### src/pxr_pkg.sv
// Shared types, constants and arithmetic helpers for the pivot XYZ rotation pipeline.
`default_nettype none

package pxr_pkg;

    localparam int CW  = 24;
    localparam int TW  = 16;
    localparam int TF  = 14;
    localparam int DW  = CW + 1;
    localparam int NTW = TW + 1;
    localparam int PW  = DW + NTW;
    localparam int RTW = PW - TF;
    localparam int SW  = RTW + 2;
    localparam int IDXW = 3;

    typedef logic signed [CW-1:0]  coord_t;
    typedef logic signed [TW-1:0]  trig_t;
    typedef logic signed [NTW-1:0] ntrig_t;
    typedef logic signed [DW-1:0]  diff_t;
    typedef logic signed [PW-1:0]  prod_t;
    typedef logic signed [RTW-1:0] term_t;
    typedef logic signed [SW-1:0]  sum_t;

    localparam trig_t  TRIG_ONE  = TW'(1 << TF);
    localparam prod_t  RND_HALF  = PW'(1) << (TF - 1);
    localparam coord_t COORD_MAX = {1'b0, {(CW - 1){1'b1}}};
    localparam coord_t COORD_MIN = {1'b1, {(CW - 1){1'b0}}};

    typedef enum logic [IDXW-1:0] {
        REG_COS_X   = 3'd0,
        REG_SIN_X   = 3'd1,
        REG_COS_Y   = 3'd2,
        REG_SIN_Y   = 3'd3,
        REG_COS_Z   = 3'd4,
        REG_SIN_Z   = 3'd5,
        REG_PIVOT_X = 3'd6,
        REG_PIVOT_Y = 3'd7
    } cfg_reg_e;

    typedef struct packed {
        coord_t in_x;
        coord_t in_y;
        coord_t in_z;
    } point_t;

    typedef struct packed {
        coord_t out_x;
        coord_t out_y;
    } result_t;

    // Round to nearest, ties towards plus infinity
    function automatic term_t round_term(prod_t p);
        prod_t r;
        r = p + RND_HALF;
        return r[PW-1:TF];
    endfunction

    function automatic coord_t saturate(sum_t v);
        coord_t r;
        priority if (v > sum_t'(COORD_MAX))
        begin
            r = COORD_MAX;
        end
        else if (v < sum_t'(COORD_MIN))
        begin
            r = COORD_MIN;
        end
        else
        begin
            r = v[CW-1:0];
        end
        return r;
    endfunction

endpackage

`default_nettype wire

### src/pxr_rotate.sv
// One plane rotation about a pivot: subtract, multiply, round-sum-saturate in three stages.
`default_nettype none

module pxr_rotate (
    input  wire logic           clk,
    input  wire logic           rst_n,
    input  wire logic           en,
    input  wire logic           valid_in,
    input  wire pxr_pkg::coord_t a,
    input  wire pxr_pkg::coord_t b,
    input  wire pxr_pkg::coord_t pass_in,
    input  wire pxr_pkg::coord_t piv_a,
    input  wire pxr_pkg::coord_t piv_b,
    input  wire pxr_pkg::trig_t  cos_v,
    input  wire pxr_pkg::trig_t  sin_v,
    output logic                valid_out,
    output pxr_pkg::coord_t     a_out,
    output pxr_pkg::coord_t     b_out,
    output pxr_pkg::coord_t     pass_out
);

    logic v1_reg;
    logic v2_reg;
    logic v3_reg;

    pxr_pkg::diff_t  da_reg;
    pxr_pkg::diff_t  db_reg;
    pxr_pkg::coord_t p1_reg;
    pxr_pkg::prod_t  ac_reg;
    pxr_pkg::prod_t  bns_reg;
    pxr_pkg::prod_t  as_reg;
    pxr_pkg::prod_t  bc_reg;
    pxr_pkg::coord_t p2_reg;
    pxr_pkg::coord_t a3_reg;
    pxr_pkg::coord_t b3_reg;
    pxr_pkg::coord_t p3_reg;

    pxr_pkg::diff_t  da_next;
    pxr_pkg::diff_t  db_next;
    pxr_pkg::ntrig_t ncos;
    pxr_pkg::ntrig_t nsin;
    pxr_pkg::ntrig_t nsin_neg;
    pxr_pkg::sum_t   sa_next;
    pxr_pkg::sum_t   sb_next;

    assign da_next  = pxr_pkg::diff_t'(a) - pxr_pkg::diff_t'(piv_a);
    assign db_next  = pxr_pkg::diff_t'(b) - pxr_pkg::diff_t'(piv_b);
    assign ncos     = pxr_pkg::ntrig_t'(cos_v);
    assign nsin     = pxr_pkg::ntrig_t'(sin_v);
    assign nsin_neg = -nsin;

    assign sa_next = pxr_pkg::sum_t'(pxr_pkg::round_term(ac_reg))
                   + pxr_pkg::sum_t'(pxr_pkg::round_term(bns_reg))
                   + pxr_pkg::sum_t'(piv_a);
    assign sb_next = pxr_pkg::sum_t'(pxr_pkg::round_term(as_reg))
                   + pxr_pkg::sum_t'(pxr_pkg::round_term(bc_reg))
                   + pxr_pkg::sum_t'(piv_b);

    always_ff @(posedge clk or negedge rst_n)
    begin
        if (!rst_n)
        begin
            v1_reg <= 1'b0;
            v2_reg <= 1'b0;
            v3_reg <= 1'b0;
        end
        else if (en)
        begin
            v1_reg <= valid_in;
            v2_reg <= v1_reg;
            v3_reg <= v2_reg;
        end
    end

    always_ff @(posedge clk)
    begin
        if (en)
        begin
            da_reg  <= da_next;
            db_reg  <= db_next;
            p1_reg  <= pass_in;
            ac_reg  <= da_reg * ncos;
            bns_reg <= db_reg * nsin_neg;
            as_reg  <= da_reg * nsin;
            bc_reg  <= db_reg * ncos;
            p2_reg  <= p1_reg;
            a3_reg  <= pxr_pkg::saturate(sa_next);
            b3_reg  <= pxr_pkg::saturate(sb_next);
            p3_reg  <= p2_reg;
        end
    end

    assign valid_out = v3_reg;
    assign a_out     = a3_reg;
    assign b_out     = b3_reg;
    assign pass_out  = p3_reg;

`ifndef SYNTHESIS
    a_enter: assert property (@(posedge clk) disable iff (!rst_n)
        (en && valid_in) |=> v1_reg)
        else $error("accepted transaction did not enter the first stage");

    a_hold: assert property (@(posedge clk) disable iff (!rst_n)
        !en |=> ($stable(v1_reg) && $stable(v2_reg) && $stable(v3_reg)
                 && $stable(a3_reg) && $stable(b3_reg)))
        else $error("pipeline moved while held");

    a_advance: assert property (@(posedge clk) disable iff (!rst_n)
        (en && v2_reg) |=> (v3_reg && p3_reg == $past(p2_reg)))
        else $error("transaction lost between second and third stage");
`endif

endmodule

`default_nettype wire

### config.mk
export PLATFORM = sky130hd
export DESIGN_NAME = pxr_rotate
export DESIGN_NICKNAME = d
export VERILOG_FILES = /design/src/pxr_pkg.sv /design/src/pxr_rotate.sv
export SDC_FILE = /design/constraint.sdc
export NUM_CORES = 2
export LEC_CHECK = 0
export BUFFER_PORTS_ARGS = -buffer_cell sky130_fd_sc_hd__buf_2
export CORE_MARGIN = 3
export CORE_UTILIZATION = 25
export CTS_BUF_LIST = sky130_fd_sc_hd__clkbuf_4
export CTS_CLUSTER_DIAMETER = 200
export CTS_CLUSTER_SIZE = 8
export DETAILED_ROUTE_END_ITERATION = 8
export PLACE_DENSITY = 0.4
export SLEW_MARGIN = 10
export SYNTH_ARGS = -nofsm -noshare
export SYNTH_HDL_FRONTEND = slang
export SYNTH_SLANG_ARGS = --single-unit
### constraint.sdc
create_clock -name clk -period 8.1 [get_ports clk]
set_clock_uncertainty 0.2 [all_clocks]
set_input_delay 0.405 -clock clk [delete_from_list [all_inputs] [get_ports clk]]
set_output_delay 0.405 -clock clk [all_outputs]
set_load 0.02 [all_outputs]
# Yosys cells after proc, flatten, opt, wreduce, memory -nomap -nowiden
# Cells that the tools add are included.
# word_totals
input_bits	156
reg_bits	341
output_inout_bits	73
wordCells	35
# op_classes
mux	2
n_lt_le_gt_ge	4
mul	4
addsub	11
# ops
cell	count
adder 42 x 15 -> 42 bit, second input constant	4
multiplier 25 x 16 -> 41 bit	3
adder 29 x 24 -> 30 bit	2
> comparator 30 x 24 -> 1 bit, second input constant	2
< comparator 30 x 24 -> 1 bit, second input constant	2
adder 28 x 28 -> 29 bit	2
subtractor 24 x 24 -> 25 bit	2
two-way mux 24 bit	2
multiplier 25 x 17 -> 42 bit	1
negator 16 -> 17 bit	1

# Longest topological paths before layout
# logic_depth
ltp_word	5
ltp_mapped	32
mapped_depth_nobuf	30

# Worst setup path before layout
# Ideal clock, no wire load.
# synth_timing
path_type	in2reg
start	in sin_v[4]
end	reg bns_reg[41] (data pin)
setup_ps	260
t_required_ps	7640
setup_slack_ps	-127
stages	30
n_path_buf	2
arrival_ps	7768
cell_sequence	clkbuf_1 -> nor3_1 -> nand2b_1 -> or4_1 -> or3_1 -> nor3_1 -> xnor2_1 -> clkbuf_1 -> nand2_1 -> fa_1 -> inv_1 -> fa_1 -> fa_1 -> fa_1 -> fa_1 -> inv_1 -> fa_1 -> inv_1 -> ha_1 -> a21o_1 -> a21o_1 -> a221oi_1 -> o21ai_0 -> a21oi_1 -> o21ai_0 -> a221oi_1 -> o21ai_1 -> o21a_1 -> nor2_1 -> xnor2_1
# synth_between
elab_chain_len	2
# synth_lines
element	line_no	rtl
start: declaration	pxr_rotate.sv:15	input wire pxr_pkg::trig_t sin_v,
negator 16 -> 17 bit	pxr_rotate.sv:50	assign nsin_neg = -nsin;
multiplier 25 x 17 -> 42 bit	pxr_rotate.sv:83	bns_reg <= db_reg * nsin_neg;
end signal: assignment	pxr_rotate.sv:83	
end: declaration	pxr_rotate.sv:30	pxr_pkg::prod_t bns_reg;
# No other way between the ends.
# A chain may end at the register's enable or synchronous reset.

# Worst setup path after layout
# layout_timing
start	in sin_v[2]
end	reg bns_reg[41] (data pin)
# The elaborated chain is that of the path after synthesis.

==> metrics <==
most frequent cell after synthesis=inv_1; placed insts=11700; Final #Nets=10400; Worst-Margin Slew=1040 ps; crit-path most repeated cell=fa_1; Max transition margin=30.5%; Initial Util=25.2%; Yosys top cell by area=fa_1; Yosys cell types=86; vias in the first global route=58500; syn nets=9894; detailed-route wire length per cell=19.0 µm; initial DRC count=2458; Post-CTS Setup Inserts=0; largest net degree at the start of global routing=109; max-cap violations=0; setup TNS=0 ps; first-pass GRT wire length=356 mm; Reg area=0.00857 mm²; CP Capture Type=flop; DR pass1 iterations=7; Final Instance Count excl. Fillers=12000; post-synthesis sequential area ratio=11.8%; Cell Area, Synth=0.0727 mm²; chip width=545 µm; CP peak stage delay=540 ps; Peak Freq=0.130 GHz; Syn-to-layout area delta=15.0%; Multi-input gate area=0.0563 mm²; Filler Cell Count=30800; ys flop type=edfxtp_1; commonest cells in the netlist=1754 x inv_1, 1636 x fa_1, 1086 x nand2_1; CTS clk-pin slew, worst paths=110 ps; Die ar.=0.297 mm²; initial antenna violation count=27; Syn Area/Cell=9.57 µm²; gr ovfl total=0; layout cells sized above 1=8.55%; CP Max Fanout=9; Ports=229; core area=0.289 mm²; final hold vios=0; crit share post-route=94.8%; cells after synthesis=7605; outcome=complete, no violations; drc violations=0; Hold Path Class=input pin to flop; WS Path Type=input pin to flop; crit-path leading delay family=adder cells; cts bufs inserted=42; top cell type's share of synthesized area=45.0%; worst path bufs/invs=9; All-Layer GR Usage=15.6%; yosys warns=0; Chip Height=545 µm; Synth area leaders=fa_1 45%, edfxtp_1 12%, inv_1 9.1%; GPL Wtd Cong=0.825; clock root cell=clkbuf_4; max FFs per register=29; Worst Path Arrival=8240 ps; # setup viols final=0; Synth Register Bits=286; PortBufs=228; clock buffer depth=3; Slowest cell on crit path=or4_1; Post-Route WL=228 mm; clock period minus worst slack=7680 ps; Final HPWL DP=189 mm; CTS tree=built; critical path required time=8660 ps; Async SR Flop Fraction=1.05%; Final Max Tran Viols=0; clk sink count=286; RSZ-0062 raised after global routing=no; H-tree levels=2; antenna-violating nets left=0; number of synthesized flops with an enable pin=283; via density per instance=4.33; critical path launch point type=input pin; clk_lat worst skew=1050 ps; Rows=197; via count=52100
[worst paths after layout]
check	slack, ps	start	endpoint	cells after the start
worst max register to register	450	db_reg[8]$_DFFE_PP_	bc_reg[40]$_DFFE_PP_	25
worst min-delay path	150	piv_b[23]	b_out[23]$_SDFFCE_PN0P_	5
max in group asynchronous	6910	rst_n	valid_out$_DFFE_PN0P_	4
worst max-delay path	420	sin_v[2]	bns_reg[41]$_DFFE_PP_	33
min in group asynchronous	630	rst_n	v1_reg$_DFFE_PN0P_	4
worst min register to register	220	p2_reg[20]$_DFFE_PP_	pass_out[20]$_DFFE_PP_	0
[area by class of cell]
class / instances / share of cell area, %
Sequential cell: 286 / 10.2
Clock buffer: 50 / 0.449
Clock inverter: 6 / 0.0478
Tap cell: 3880 / 5.80
Timing Repair Buffer: 834 / 8.25
Inverter: 1756 / 7.88
Multi-Input combinational cell: 5218 / 67.3
Antenna cell: 12 / 0.0359
[per-stage QoR]
stage	worst slack (ps)	util, %	hold WS (ps)	instance area [µm²]
finish	423	29.0	153	83700
floorplan	53.8	-	-90.6	72800
global placement	-821	28.0	-2.94	80800
global route	5.43	29.0	113	83700
CTS	376	29.0	4.62	83700
detailed placement	-856	28.0	2.73	80800
[logic make-up (layout without fill, tap and decap cells)]
| kind of cell | Yosys count | after routing | share of synthesized area (%) |
|---|---|---|---|
| buffers and inverters | 2101 | 2646 | 10.9 |
| other | 0 | 12 | 0 |
| adders and majority gates | 2133 | 2133 | 53.6 |
| muxes | 5 | 5 | 0.0757 |
| DFF | 286 | 286 | 11.8 |
| and+or+nand+nor | 2177 | 2177 | 14.3 |
| xor gates and xnor gates | 342 | 342 | 4.12 |
| AOI/OAI and AO/OA | 561 | 561 | 5.19 |
[timing repair]
item / 4_1_cts / 5_1_grt
resized for setup: 0 / 3
hold buffers: 246 / 0
endpoints found under the hold margin: 285 / 0
endpoints found under the setup margin: 0 / 2
[worst min-delay path: stages]
cell and delay [ps]:
buf_2 220, fa_1 220, ha_1 230, a21oi_2 100
inv_1 60
[placed cells by master (no fill, tap or decap), drive strengths merged, types with 36 or more instances in the layout]
cell type	instances
edfxtp	283
o21a	36
dlygate4sd3	246
a21oi	156
a21o	107
nand2	1086
nand3	69
nand4	38
nand2b	88
ha	497
and3	42
o21ai	115
xnor2	246
xor2	96
buf	588
clkbuf	50
and2	563
fa	1636
nor2	175
inv	1756
[metal layers]
layer / vias up / part of all wire [%] / wire length (µm) / track usage (%)
li1: 23700 / - / - / -
met1: 27400 / 44 / 101000 / 20.7
met2: 847 / 51 / 115000 / 27.8
met3: 184 / 3.4 / 7740 / 1.39
met4: 6 / 1.9 / 4270 / 2.85
met5: - / 0.018 / 41 / 0
Power is not shown: default switching activity piles up to over one toggle a cycle in this logic, so the estimate is an artifact.
